<file path="src/rtl/smpc_pkg.sv">
// shared types and constants for the stun message parse and check block
`default_nettype none
package smpc_pkg;

	localparam int unsigned MaxDatagramBytes = 2048;

	localparam logic [31:0] FpXor        = 32'h5354554e;
	localparam logic [31:0] MagicCookie  = 32'h2112A442;
	localparam logic [31:0] CrcPoly      = 32'hEDB88320;
	localparam logic [15:0] AttrUsername = 16'h0006;
	localparam logic [15:0] AttrIntegrity = 16'h0008;
	localparam logic [15:0] AttrPriority = 16'h0024;
	localparam logic [15:0] AttrFingerprint = 16'h8028;

	typedef enum logic [2:0] {
		ST_OK        = 3'd0,
		ST_SHORT     = 3'd1,
		ST_NOT_STUN  = 3'd2,
		ST_LEN_BAD   = 3'd3,
		ST_ATTR_BAD  = 3'd4
	} status_t;

	// attribute walker phase, one-hot
	typedef enum logic [5:0] {
		PH_TYPE_HI = 6'b000001,
		PH_TYPE_LO = 6'b000010,
		PH_LEN_HI  = 6'b000100,
		PH_LEN_LO  = 6'b001000,
		PH_BODY    = 6'b010000,
		PH_BAD     = 6'b100000
	} phase_t;

	// end-of-datagram summary handed from the front to the back
	typedef struct packed {
		logic [16:0] byte_count;
		logic        overflow;
		logic [31:0] crc;
		logic [63:0] tail;
		logic [15:0] hdr_type;
		logic [15:0] hdr_len;
		logic [31:0] cookie;
		logic [31:0] txn_high;
		logic [63:0] txn_low;
		logic        walk_idle;
		logic [2:0]  found;
		logic [31:0] priority_val;
		logic [10:0] integrity_pos;
		logic [10:0] username_len;
	} summary_t;

	function automatic logic [31:0] crc_byte(input logic [31:0] c_in, input logic [7:0] b);
		logic [31:0] c;
		c = c_in ^ {24'd0, b};
		for (int i = 0; i < 8; i++) begin
			c = c[0] ? ((c >> 1) ^ CrcPoly) : (c >> 1);
		end
		return c;
	endfunction

endpackage
`default_nettype wire

</file>
<file path="src/rtl/smpc_front.sv">
// front part: byte capture, crc, header and attribute walk
`default_nettype none
module smpc_front #(
	parameter int unsigned MAX_BYTES = smpc_pkg::MaxDatagramBytes
) (
	input  wire logic               clk,
	input  wire logic               arst_n,
	input  wire logic               in_fire,
	input  wire logic [7:0]         data_byte,
	input  wire logic               last,
	output smpc_pkg::summary_t      summary,
	output logic                    summary_push
);
	localparam int CW = $clog2(MAX_BYTES + 1);

	logic [CW-1:0]      count_q;
	logic               overflow_q;
	logic [31:0]        crc_q;
	logic [63:0]        tail_q;
	logic [15:0]        type_q, len_q;
	logic [31:0]        cookie_q, txn_high_q;
	logic [63:0]        txn_low_q;
	smpc_pkg::phase_t   phase_q;
	logic [15:0]        atype_q, arem_q;
	logic [2:0]         found_q;
	logic [31:0]        prio_q;
	logic [10:0]        ipos_q, ulen_q;

	// next-state values, summary is taken from these
	logic [CW-1:0]      count_d;
	logic               overflow_d;
	logic [31:0]        crc_d;
	logic [63:0]        tail_d;
	logic [15:0]        type_d, len_d;
	logic [31:0]        cookie_d, txn_high_d;
	logic [63:0]        txn_low_d;
	smpc_pkg::phase_t   phase_d;
	logic [15:0]        atype_d, arem_d;
	logic [2:0]         found_d;
	logic [31:0]        prio_d;
	logic [10:0]        ipos_d, ulen_d;
	logic [16:0]        alen, apad;
	logic [31:0]        pos;

	always_comb begin
		count_d = count_q; overflow_d = overflow_q; crc_d = crc_q; tail_d = tail_q;
		type_d = type_q; len_d = len_q; cookie_d = cookie_q; txn_high_d = txn_high_q;
		txn_low_d = txn_low_q; phase_d = phase_q; atype_d = atype_q; arem_d = arem_q;
		found_d = found_q; prio_d = prio_q; ipos_d = ipos_q; ulen_d = ulen_q;
		pos = 32'(count_q);
		alen = {1'b0, arem_q[7:0], data_byte};
		apad = (alen + 17'd3) & ~17'd3;
		if (pos >= MAX_BYTES) begin
			overflow_d = 1'b1;
		end else begin
			if (pos >= 32'd8) crc_d = smpc_pkg::crc_byte(crc_q, tail_q[63:56]);
			tail_d = {tail_q[55:0], data_byte};
			if (pos < 32'd2) type_d = {type_q[7:0], data_byte};
			else if (pos < 32'd4) len_d = {len_q[7:0], data_byte};
			else if (pos < 32'd8) cookie_d = {cookie_q[23:0], data_byte};
			else if (pos < 32'd12) txn_high_d = {txn_high_q[23:0], data_byte};
			else if (pos < 32'd20) txn_low_d = {txn_low_q[55:0], data_byte};
			else begin
				unique case (phase_q)
					smpc_pkg::PH_TYPE_HI: begin
						atype_d = {data_byte, 8'd0};
						phase_d = smpc_pkg::PH_TYPE_LO;
					end
					smpc_pkg::PH_TYPE_LO: begin
						atype_d = {atype_q[15:8], data_byte};
						phase_d = smpc_pkg::PH_LEN_HI;
					end
					smpc_pkg::PH_LEN_HI: begin
						arem_d = {8'd0, data_byte};
						phase_d = smpc_pkg::PH_LEN_LO;
					end
					smpc_pkg::PH_LEN_LO: begin
						if (atype_q == smpc_pkg::AttrPriority && alen != 17'd4) begin
							phase_d = smpc_pkg::PH_BAD;
						end else begin
							if (atype_q == smpc_pkg::AttrUsername && !found_q[0]) begin
								found_d[0] = 1'b1;
								ulen_d = alen[10:0];
							end
							if (atype_q == smpc_pkg::AttrIntegrity && !found_q[1]) begin
								found_d[1] = 1'b1;
								ipos_d = pos[10:0] - 11'd3;
							end
							if (apad == 17'd0) begin
								phase_d = smpc_pkg::PH_TYPE_HI;
							end else begin
								arem_d = apad[15:0] - 16'd1;
								phase_d = smpc_pkg::PH_BODY;
							end
						end
					end
					smpc_pkg::PH_BODY: begin
						if (atype_q == smpc_pkg::AttrPriority && !found_q[2]) begin
							prio_d = {prio_q[23:0], data_byte};
							if (arem_q == 16'd0) found_d[2] = 1'b1;
						end
						if (arem_q == 16'd0) phase_d = smpc_pkg::PH_TYPE_HI;
						else arem_d = arem_q - 16'd1;
					end
					default: phase_d = smpc_pkg::PH_BAD;
				endcase
			end
			count_d = count_q + CW'(1);
		end
	end

	always_ff @(posedge clk or negedge arst_n) begin
		if (!arst_n) begin
			count_q <= '0; overflow_q <= 1'b0; crc_q <= '1; tail_q <= '0;
			type_q <= '0; len_q <= '0; cookie_q <= '0; txn_high_q <= '0; txn_low_q <= '0;
			phase_q <= smpc_pkg::PH_TYPE_HI; atype_q <= '0; arem_q <= '0;
			found_q <= '0; prio_q <= '0; ipos_q <= '0; ulen_q <= '0;
		end else if (in_fire) begin
			if (last) begin
				count_q <= '0; overflow_q <= 1'b0; crc_q <= '1; tail_q <= '0;
				type_q <= '0; len_q <= '0; cookie_q <= '0; txn_high_q <= '0;
				txn_low_q <= '0; phase_q <= smpc_pkg::PH_TYPE_HI; atype_q <= '0;
				arem_q <= '0; found_q <= '0; prio_q <= '0; ipos_q <= '0; ulen_q <= '0;
			end else begin
				count_q <= count_d; overflow_q <= overflow_d; crc_q <= crc_d;
				tail_q <= tail_d; type_q <= type_d; len_q <= len_d; cookie_q <= cookie_d;
				txn_high_q <= txn_high_d; txn_low_q <= txn_low_d; phase_q <= phase_d;
				atype_q <= atype_d; arem_q <= arem_d; found_q <= found_d;
				prio_q <= prio_d; ipos_q <= ipos_d; ulen_q <= ulen_d;
			end
		end
	end

	always_comb begin
		summary.byte_count    = 17'(count_d);
		summary.overflow      = overflow_d;
		summary.crc           = crc_d;
		summary.tail          = tail_d;
		summary.hdr_type      = type_d;
		summary.hdr_len       = len_d;
		summary.cookie        = cookie_d;
		summary.txn_high      = txn_high_d;
		summary.txn_low       = txn_low_d;
		summary.walk_idle     = (phase_d == smpc_pkg::PH_TYPE_HI);
		summary.found         = found_d;
		summary.priority_val  = prio_d;
		summary.integrity_pos = ipos_d;
		summary.username_len  = ulen_d;
	end
	assign summary_push = in_fire && last;

	a_onehot: assert property (@(posedge clk) disable iff (!arst_n) $onehot(phase_q))
		else $error("phase not one-hot");
	a_clear: assert property (@(posedge clk) disable iff (!arst_n)
		summary_push |=> count_q == '0 && crc_q == '1)
		else $error("state not cleared after datagram end");
	a_cnt: assert property (@(posedge clk) disable iff (!arst_n)
		32'(count_q) <= MAX_BYTES)
		else $error("byte count beyond limit");
endmodule
`default_nettype wire

</file>
<file path="src/rtl/smpc_queue.sv">
// short fifo of datagram summaries between front and back
`default_nettype none
module smpc_queue #(
	parameter int unsigned DEPTH = 2
) (
	input  wire logic               clk,
	input  wire logic               arst_n,
	input  wire logic               push,
	input  wire smpc_pkg::summary_t push_data,
	output logic                    full,
	input  wire logic               pop,
	output smpc_pkg::summary_t      pop_data,
	output logic                    not_empty
);
	localparam int AW = (DEPTH > 1) ? $clog2(DEPTH) : 1;

	smpc_pkg::summary_t mem_q [DEPTH];
	logic [AW-1:0]      wr_q, rd_q;
	logic [AW:0]        fill_q;

	assign full      = (fill_q == (AW+1)'(DEPTH));
	assign not_empty = (fill_q != '0);
	assign pop_data  = mem_q[rd_q];

	always_ff @(posedge clk) begin
		if (push && !full) mem_q[wr_q] <= push_data;
	end

	always_ff @(posedge clk or negedge arst_n) begin
		if (!arst_n) begin
			wr_q <= '0; rd_q <= '0; fill_q <= '0;
		end else begin
			if (push && !full) wr_q <= (wr_q == AW'(DEPTH-1)) ? '0 : wr_q + AW'(1);
			if (pop && not_empty) rd_q <= (rd_q == AW'(DEPTH-1)) ? '0 : rd_q + AW'(1);
			fill_q <= fill_q + (AW+1)'(push && !full) - (AW+1)'(pop && not_empty);
		end
	end

	a_fill: assert property (@(posedge clk) disable iff (!arst_n) fill_q <= (AW+1)'(DEPTH))
		else $error("queue fill beyond depth");
	a_nopush_full: assert property (@(posedge clk) disable iff (!arst_n) push |-> !full)
		else $error("push into full queue");
	a_nopop_empty: assert property (@(posedge clk) disable iff (!arst_n)
		(fill_q == '0) |=> !$fell(fill_q == '0) || $past(push))
		else $error("queue fill moved without push");
endmodule
`default_nettype wire

</file>
<file path="src/rtl/smpc_back.sv">
// back part: status, fingerprint verdict and result register
`default_nettype none
module smpc_back (
	input  wire logic               clk,
	input  wire logic               arst_n,
	input  wire smpc_pkg::summary_t sm,
	input  wire logic               sm_valid,
	output logic                    sm_pop,
	output logic                    out_valid,
	input  wire logic               out_ready,
	output logic [2:0]              status,
	output logic [15:0]             message_type,
	output logic                    cookie_ok,
	output logic [31:0]             txn_id_high,
	output logic [63:0]             txn_id_low,
	output logic                    fingerprint_ok,
	output logic                    has_integrity,
	output logic [10:0]             integrity_offset,
	output logic                    has_priority,
	output logic [31:0]             priority_value,
	output logic                    has_username,
	output logic [10:0]             username_length
);
	smpc_pkg::status_t st;
	logic        ck, fp, ok, load;
	logic [16:0] n;
	logic [31:0] val;

	always_comb begin
		n = sm.byte_count;
		if (n < 17'd2) st = smpc_pkg::ST_SHORT;
		else if (sm.hdr_type[11]) st = smpc_pkg::ST_NOT_STUN;
		else if (n < 17'd20) st = smpc_pkg::ST_SHORT;
		else if (sm.overflow || (n - 17'd20) != {1'b0, sm.hdr_len}) st = smpc_pkg::ST_LEN_BAD;
		else if (!sm.walk_idle) st = smpc_pkg::ST_ATTR_BAD;
		else st = smpc_pkg::ST_OK;
		ck  = (n >= 17'd8) && sm.cookie == smpc_pkg::MagicCookie;
		val = sm.tail[31:0];
		fp  = !sm.overflow && n[1:0] == 2'd0 && n >= 17'd28 && ck &&
			sm.tail[63:48] == smpc_pkg::AttrFingerprint && sm.tail[47:40] == 8'd0 &&
			sm.tail[39:32] == 8'd4 && (val ^ smpc_pkg::FpXor) == ~sm.crc;
		ok  = (st == smpc_pkg::ST_OK);
	end

	assign load   = sm_valid && (!out_valid || out_ready);
	assign sm_pop = load;

	always_ff @(posedge clk or negedge arst_n) begin
		if (!arst_n) out_valid <= 1'b0;
		else if (load) out_valid <= 1'b1;
		else if (out_ready) out_valid <= 1'b0;
	end

	always_ff @(posedge clk) begin
		if (load) begin
			status           <= st;
			message_type     <= (n >= 17'd2) ? sm.hdr_type : 16'd0;
			cookie_ok        <= ck;
			txn_id_high      <= (n >= 17'd12) ? sm.txn_high : 32'd0;
			txn_id_low       <= (n >= 17'd20) ? sm.txn_low : 64'd0;
			fingerprint_ok   <= fp;
			has_integrity    <= ok && sm.found[1];
			integrity_offset <= (ok && sm.found[1]) ? sm.integrity_pos : 11'd0;
			has_priority     <= ok && sm.found[2];
			priority_value   <= (ok && sm.found[2]) ? sm.priority_val : 32'd0;
			has_username     <= ok && sm.found[0];
			username_length  <= (ok && sm.found[0]) ? sm.username_len : 11'd0;
		end
	end

	a_hold: assert property (@(posedge clk) disable iff (!arst_n)
		out_valid && !out_ready |=> out_valid && $stable(status))
		else $error("result dropped while stalled");
	a_ok_flags: assert property (@(posedge clk) disable iff (!arst_n)
		out_valid && status != 3'(smpc_pkg::ST_OK) |-> !has_integrity && !has_priority
		&& !has_username)
		else $error("findings on failed parse");
	a_status: assert property (@(posedge clk) disable iff (!arst_n)
		out_valid |-> status <= 3'(smpc_pkg::ST_ATTR_BAD))
		else $error("bad status code");
endmodule
`default_nettype wire

</file>
<file path="src/rtl/stun_message_parse_check.sv">
// top level of the stun message parser and fingerprint checker
// One datagram byte is taken per cycle in wire order, back to back, with
// end_of_datagram on its final byte; the byte-wide crc and attribute walk
// each advance on every accepted byte. A single result per datagram is
// loaded from the summary queue and waits in an output
// register; a two-entry summary queue lets further datagrams stream in while
// results stall. Input stalls only when that queue is full. Bytes beyond
// MAX_DATAGRAM_BYTES are dropped.
`default_nettype none
module stun_message_parse_check #(
	parameter int unsigned MAX_DATAGRAM_BYTES = smpc_pkg::MaxDatagramBytes
) (
	input  wire logic        clk,
	input  wire logic        arst_n,
	input  wire logic        in_valid,
	output logic             in_ready,
	input  wire logic [7:0]  data_byte,
	input  wire logic        end_of_datagram,
	output logic             out_valid,
	input  wire logic        out_ready,
	output logic [2:0]       status,
	output logic [15:0]      message_type,
	output logic             cookie_ok,
	output logic [31:0]      txn_id_high,
	output logic [63:0]      txn_id_low,
	output logic             fingerprint_ok,
	output logic             has_integrity,
	output logic [10:0]      integrity_offset,
	output logic             has_priority,
	output logic [31:0]      priority_value,
	output logic             has_username,
	output logic [10:0]      username_length
);
	smpc_pkg::summary_t sum_in, sum_out;
	logic push, full, pop, nempty, fire;

	assign in_ready = !full;
	assign fire     = in_valid && in_ready;

	smpc_front #(.MAX_BYTES(MAX_DATAGRAM_BYTES)) u_front (
		.clk, .arst_n, .in_fire(fire), .data_byte, .last(end_of_datagram),
		.summary(sum_in), .summary_push(push)
	);

	smpc_queue #(.DEPTH(2)) u_queue (
		.clk, .arst_n, .push, .push_data(sum_in), .full,
		.pop, .pop_data(sum_out), .not_empty(nempty)
	);

	smpc_back u_back (
		.clk, .arst_n, .sm(sum_out), .sm_valid(nempty), .sm_pop(pop),
		.out_valid, .out_ready, .status, .message_type, .cookie_ok, .txn_id_high,
		.txn_id_low, .fingerprint_ok, .has_integrity, .integrity_offset,
		.has_priority, .priority_value, .has_username, .username_length
	);
endmodule
`default_nettype wire

</file>
<file path="config.mk">
export PLATFORM = sky130hd
export DESIGN_NAME = stun_message_parse_check
export DESIGN_NICKNAME = d
export VERILOG_FILES = /design/src/rtl/smpc_pkg.sv /design/src/rtl/smpc_front.sv /design/src/rtl/smpc_queue.sv /design/src/rtl/smpc_back.sv /design/src/rtl/stun_message_parse_check.sv
export SDC_FILE = /design/constraint.sdc
export NUM_CORES = 1
export LEC_CHECK = 0
export ABC_AREA = 1
export BUFFER_PORTS_ARGS = -buffer_cell sky130_fd_sc_hd__buf_2
export CAP_MARGIN = 20
export CORE_MARGIN = 5
export CORE_UTILIZATION = 40
export DETAILED_ROUTE_END_ITERATION = 7
export GPL_TIMING_DRIVEN = 0
export PLACE_DENSITY = 0.54
export SYNTH_ARGS = -nofsm -noshare
export SYNTH_HDL_FRONTEND = slang
export SYNTH_SLANG_ARGS = --single-unit
</file>
<file path="constraint.sdc">
create_clock -name clk -period 24.7 [get_ports clk]
set_input_delay 3.705 -clock clk [delete_from_list [all_inputs] [get_ports clk]]
set_output_delay 3.705 -clock clk [all_outputs]
set_load 0.03 [all_outputs]
</file>
==> Yosys cells after proc, flatten, opt, wreduce, memory -nomap -nowiden <==
Memories as Yosys holds them, arrays and structs flattened.
Index checks and enable logic that the tools add are counted.
{ "classes": {"add_sub_neg": 10, "order_cmp": 14, "n_eq_ne": 26, "n_mux": 126, "bitwise_logic": 11, "n_reduce_logical": 41} }
{ "op_table": {"columns": ["operator", "count"], "rows": [
  ["two-way mux 32 bit", 31],
  ["two-way mux 64 bit", 9],
  ["two-way mux 16 bit", 24],
  ["two-way mux 11 bit", 20],
  ["NOT 13 -> 14 bit", 8],
  ["two-way mux 6 bit", 9],
  ["one-hot mux 16 bit (3 select lines)", 1],
  ["two-way mux 3 bit", 12],
  [">= comparator 17 x 4 -> 1 bit, second input constant", 2],
  [">= comparator 17 x 5 -> 1 bit, second input constant", 2],
  ["equality test 32 x 30 -> 1 bit, second input constant", 1],
  ["equality test 32 bit", 1],
  ["NOT 32 bit", 1],
  ["one-hot mux 16 bit (2 select lines)", 1],
  ["subtractor 16 x 1 -> 16 bit, second input constant", 2],
  ["bitwise XOR 32 x 8 -> 32 bit", 1],
  ["one-hot mux 6 bit (5 select lines)", 1],
  ["less-than comparator 12 x 4 -> 1 bit, second input constant", 2],
  ["two-way mux 12 bit", 2],
  ["logical AND 1 bit", 20],
  ["adder 16 x 2 -> 17 bit, second input constant", 1],
  [">= comparator 17 x 2 -> 1 bit, second input constant", 1],
  ["zero test 17 bit", 1],
  ["less-than comparator 17 x 2 -> 1 bit, second input constant", 1],
  ["43 further kinds", 74]
]} }
{ "totals": {"regBits": 543, "ram_bits": 654, "input_bits": 13, "output_inout_bits": 176, "mem_count": 1} }
{ "memory_table": {"columns": ["name", "words", "word_bits", "read_ports", "rd_ports_with_merged_regs", "wr", "line", "source"], "rows": [
  ["u_queue.mem_q", 2, 327, 1, 0, 1, "smpc_queue.sv:17", "smpc_pkg::summary_t mem_q [DEPTH];"]
]} }

==> Longest topological paths before layout <==
{ "depth": {"word_depth": 20, "mapped_depth": 20, "mapped_depth_nobuf": 17} }

==> By module <==
From an unflattened synthesis, not the netlist that was laid out.
{ "hier_totals": {"cells_unflattened": 5389, "area_unflattened_um2": 53526.3} }
{ "by_module_without_submodules": {"columns": ["mod", "instances", "cells_each", "area_each_um2", "seq_area_each_um2"], "rows": [
  ["smpc_queue", 1, 1766, 24458.5, 20039.2],
  ["smpc_front", 1, 2801, 20815.0, 9150.0],
  ["smpc_back", 1, 819, 8239.2, 5250.0],
  ["stun_message_parse_check", 1, 3, 13.8, 0.0]
]} }

==> Worst setup path after synthesis <==
Ideal clock, no wire load.
{ "synth_timing": {"kind": "input-to-reg", "start": "input port in_valid", "end": "memory u_queue.mem_q[0][0] (netlist name) (enable)", "setup_time_ns": 1.024, "arrival_time_ns": 17.857, "setup_slack_ns": 5.819, "stages": 4, "n_path_buf": 0, "path_cell_list": "nand2_1 > nor2_1 > inv_1 > nor2_1"} }
{ "synth_via": {"elab_chain_cells": 5} }
{ "synth_lines": {"columns": ["item", "line", "source"], "rows": [
  ["start, declared", "stun_message_parse_check.sv:15", "input wire logic in_valid,"],
  ["logical AND 1 bit", "stun_message_parse_check.sv:38", "assign fire = in_valid && in_ready;"],
  ["logical AND 1 bit", "smpc_front.sv:150", "assign summary_push = in_fire && last;"],
  ["logical AND 1 bit", "smpc_queue.sv:26", "if (push && !full) mem_q[wr_q] <= push_data;"],
  ["two-way mux 1 bit", "smpc_queue.sv:26", null],
  ["two-way mux 1 bit (implied by the code)", "smpc_queue.sv:26", null],
  ["end, declared", "smpc_queue.sv:17", null]
]} }
No other way between the ends.

==> Worst setup path after layout <==
{ "layout_timing": {"start": "input port in_valid", "end": "memory u_queue.mem_q[0][255] (netlist name) (enable)"} }
Same word-level chain as after synthesis.

==> results.yml <==
global_routing:
  grt-busiest-layer: "met2"
  globalRouteTotalUtil: 0.200
  antenna_found_initial: 0
  grt_pass1_wl_um: 206000
  overflow: 0
  use_met2: 0.314
  grtUsageMet1: 0.280
  grt_max_degree: 111
  gr-usage-met3: 0.0365
  grt_pass1_vias: 33800
power:
  p_int_mw: 4.23
  power.density_nw_per_um2: 109
  power_frac_comb: 0.265
  p_clk_frac: 0.306
  peakVddDrop_mv: 0.0743
  p_seq_frac: 0.428
  swShare: 0.341
  power_leakage_nw: 25.4
  p_sw_mw: 2.19
timing:
  worstMarginPinSlew_ns: 1.15
  worst_slack_ns: 18.31
  slew_headroom: 0.228
  fin_crit_ns: 6.39
  rsz0062_at_grt: "no"
  slew_violations: 0
  post-route-period-util: 0.259
  max_freq_mhz: 157
  finClkSkew_ns: 0.0295
  finalHoldViolCount: 0
  setup_viol: 0
clock_network:
  hold_buffers: 0
  clkLatencyLatePin_ns: 0.76
  cts_made_buffers: 132
  clockRootBuffer: "clkbuf_16"
  cts_tree: "done"
  ctsHtreeMaxLevel: 4
  clockBufferDepth: 3
  cts_setup_buffers: 0
  path_clk_slew_ns: 0.06
  cts_sinks: 1197
  cts_resized: 0
logic_synthesis:
  avgSynthCellArea_um2: 10.9
  synth_common_cells: "928 x nand2_1, 828 x edfxtp_1, 759 x inv_1"
  synth_ff_type: "edfxtp_1"
  synthCells: 4667
  synth_area_um2: 50700
  synth_cell_type_count: 54
  synth_enable_flop_cells: 828
  synth_nets: 4692
  synth_seq_cells: 1197
  ys_seq_area_frac: 0.674
  async_flop_share: 0.308
  yosysWarnings: 0
  synth_top_cell_area_share: 0.491
  synth_area_leader_cell: "edfxtp_1"
  synth.area.top_cells: "edfxtp_1 49%, dfrtp_1 17%, nand2_1 6.9%"
  synth.most_common_cell: "nand2_1"
cells_and_area:
  fin_cells: 6789
  drive_gt1_frac: 0.114
  nNetsFinal: 5051
  nFillCells: 11700
  fin_util: 0.468
  area_growth_pct: 16.2
route:
  drt-initial-drc-count: 2902
  routed_via_density: 5.10
  dr.pass1.iters: 6
  avgRoutedWirePerCell_um: 20.0
  antenna_left: 0
  wirelength_um: 136000
  vias: 34600
  drc: 0
placed_design:
  dp_cells: 6542
  portBuffers: 187
  gp_congestion: 0.894
  dp_hpwl_um: 95700
  place_ws_ns: 17.51
setup_path:
  critPathArrivalTime_ns: 6.83
  cp_slowest_cell: "nor2_1"
  crit_family: "buffers and inverters"
  path_buf_inv: 7
  path_common_cell: "buf_12"
  crit_path_start_kind: "input pin"
  crit_type: "input pin to flip-flop"
  cp_max_fo: 30
  critPathMaxStageDelay_ns: 0.64
  required_ns: 25.14
  crit_path_end_kind: "flip-flop"
  path_cells: "buf_2 -> nand2_1 -> nor2_1 -> inv_1 -> nor2_4 -> buf_12 -> buf_12 -> buf_12 -> buf_12 -> buf_12"
run:
  max-cap-violations: 0
hold_path:
  hold_path.class: "flip-flop to flip-flop"
run_status:
  run_status: "finished, final reports clean"
die:
  dieWidth_um: 366
  start_util: 0.403
  ios: 189
  dieHeight_um: 366
  rows: 130
  fp.dieArea_um2: 134000
  core_area_um2: 126000
per-stage QoR:
step	power (mW)	TNS [ns]	hold WS, ns	area, µm²
3_3_place_gp	4.61	-2698.44	0.463	53700
5_1_grt	6.73	0	0.506	58900
3_5_place_dp	4.50	0	0.471	54500
4_1_cts	6.47	0	0.486	58900
2_1_floorplan	3.95	0	0.448	50700
6_report	6.42	0	0.480	58900
layout by cell type (no fill, tap or decap), drive strengths merged, types with 2 or more instances in the layout:
| cell type | count |
|---|---|
| bufinv | 8 |
| nand4 | 31 |
| nor4 | 29 |
| a221oi | 5 |
| a22oi | 9 |
| nor3 | 87 |
| nand2 | 937 |
| o21ai | 418 |
| or2 | 25 |
| o211ai | 18 |
| a21boi | 2 |
| o21a | 5 |
| a211oi | 5 |
| a31oi | 6 |
| a22o | 16 |
| buf | 273 |
| xor2 | 85 |
| nor4b | 6 |
| o22ai | 250 |
| o21bai | 3 |
| nor2 | 201 |
| clkinvlp | 5 |
| edfxtp | 828 |
| nor3b | 2 |
| nand3 | 91 |
| dfrtp | 336 |
| clkinv | 39 |
| dfstp | 33 |
| mux2i | 58 |
| clkbuf | 356 |
| a21oi | 145 |
| inv | 772 |
| ha | 12 |
| xnor2 | 22 |
| nand3b | 14 |
power groups by stage:
stage	Clock (mW)	Sequential, mW	Combinational [mW]
after floorplan	0	3.11	0.838
after global placement	0	2.98	1.63
after global routing	2.09	2.78	1.86
final	1.97	2.75	1.70
after detailed placement	0	2.79	1.71
after CTS	2.01	2.75	1.72
per-layer routing:
| layer | part of all wire | routed length [µm] |
|---|---|---|
| met4 | 0.030 | 4130 |
| met2 | 0.46 | 62600 |
| met3 | 0.061 | 8290 |
| met1 | 0.45 | 61100 |
| met5 | 0 | 0 |
cell families after synthesis:
group | share of synthesized area
flops | 0.674
compound gates | 0.0980
fa+ha+maj | 0.00296
xor+xnor | 0.0188
mux | 0.0115
simple gates | 0.120
buf+inv | 0.0749
flip-flops by register name (all words and copies together) (netlist names), 12 cells and up:
name / flops
u_front.cookie_q: 32
u_back.message_type: 16
u_front.prio_q: 32
u_back.priority_value: 32
u_front.txn_high_q: 32
u_front.type_q: 16
u_back.txn_id_high: 32
u_front.len_q: 16
u_front.txn_low_q: 64
u_front.atype_q: 16
u_front.count_q: 12
u_front.arem_q: 16
u_queue.mem_q: 654
u_back.txn_id_low: 64
u_front.tail_q: 64
u_front.crc_q: 32
path summary, 6_finish.rpt:
check                                         startpoint                           endpoint  slack [ns]  depth (start not counted)
min reg2reg                u_front.ipos_q[3]$_DFFE_PN0P_      u_front.ipos_q[3]$_DFFE_PN0P_        0.48                          2
max reg2reg                  u_queue.fill_q[1]$_DFF_PN0_    u_queue.mem_q[0][255]$_DFFE_PP_       20.64                         10
min                        u_front.ipos_q[3]$_DFFE_PN0P_      u_front.ipos_q[3]$_DFFE_PN0P_        0.48                          2
min in group asynchronous                         arst_n     u_front.prio_q[13]$_DFFE_PN0P_        2.85                          1
max in group asynchronous                         arst_n  u_front.txn_low_q[46]$_DFFE_PN0P_       20.31                          3
max                                             in_valid    u_queue.mem_q[0][255]$_DFFE_PP_       18.31                         10
cell type report:
type                            instances  area, µm²  area share
Antenna cell                            1       2.50   0.0000425
Buffer                                215        921      0.0156
Clock buffer                          189       3760      0.0638
Clock inverter                         57        574     0.00976
Inverter                              767       2880      0.0489
Multi-Input combinational cell       2488      12800       0.217
Sequential cell                      1197      34100       0.580
Tap cell                             1650       2060      0.0351
Timing Repair Buffer                  225       1760      0.0298
worst register-to-register path, stage by stage, from the launching register on:
cell and delay (ns):
dfrtp_1 0.41, nand2_1 0.22, nand2_1 0.34, nor2_1 0.65, inv_1 0.34, nor2_4 0.51
buf_12 0.28, buf_12 0.23, buf_12 0.25, buf_12 0.25, buf_12 0.25
No activity file was read; power rests on OpenSTA's default activity.
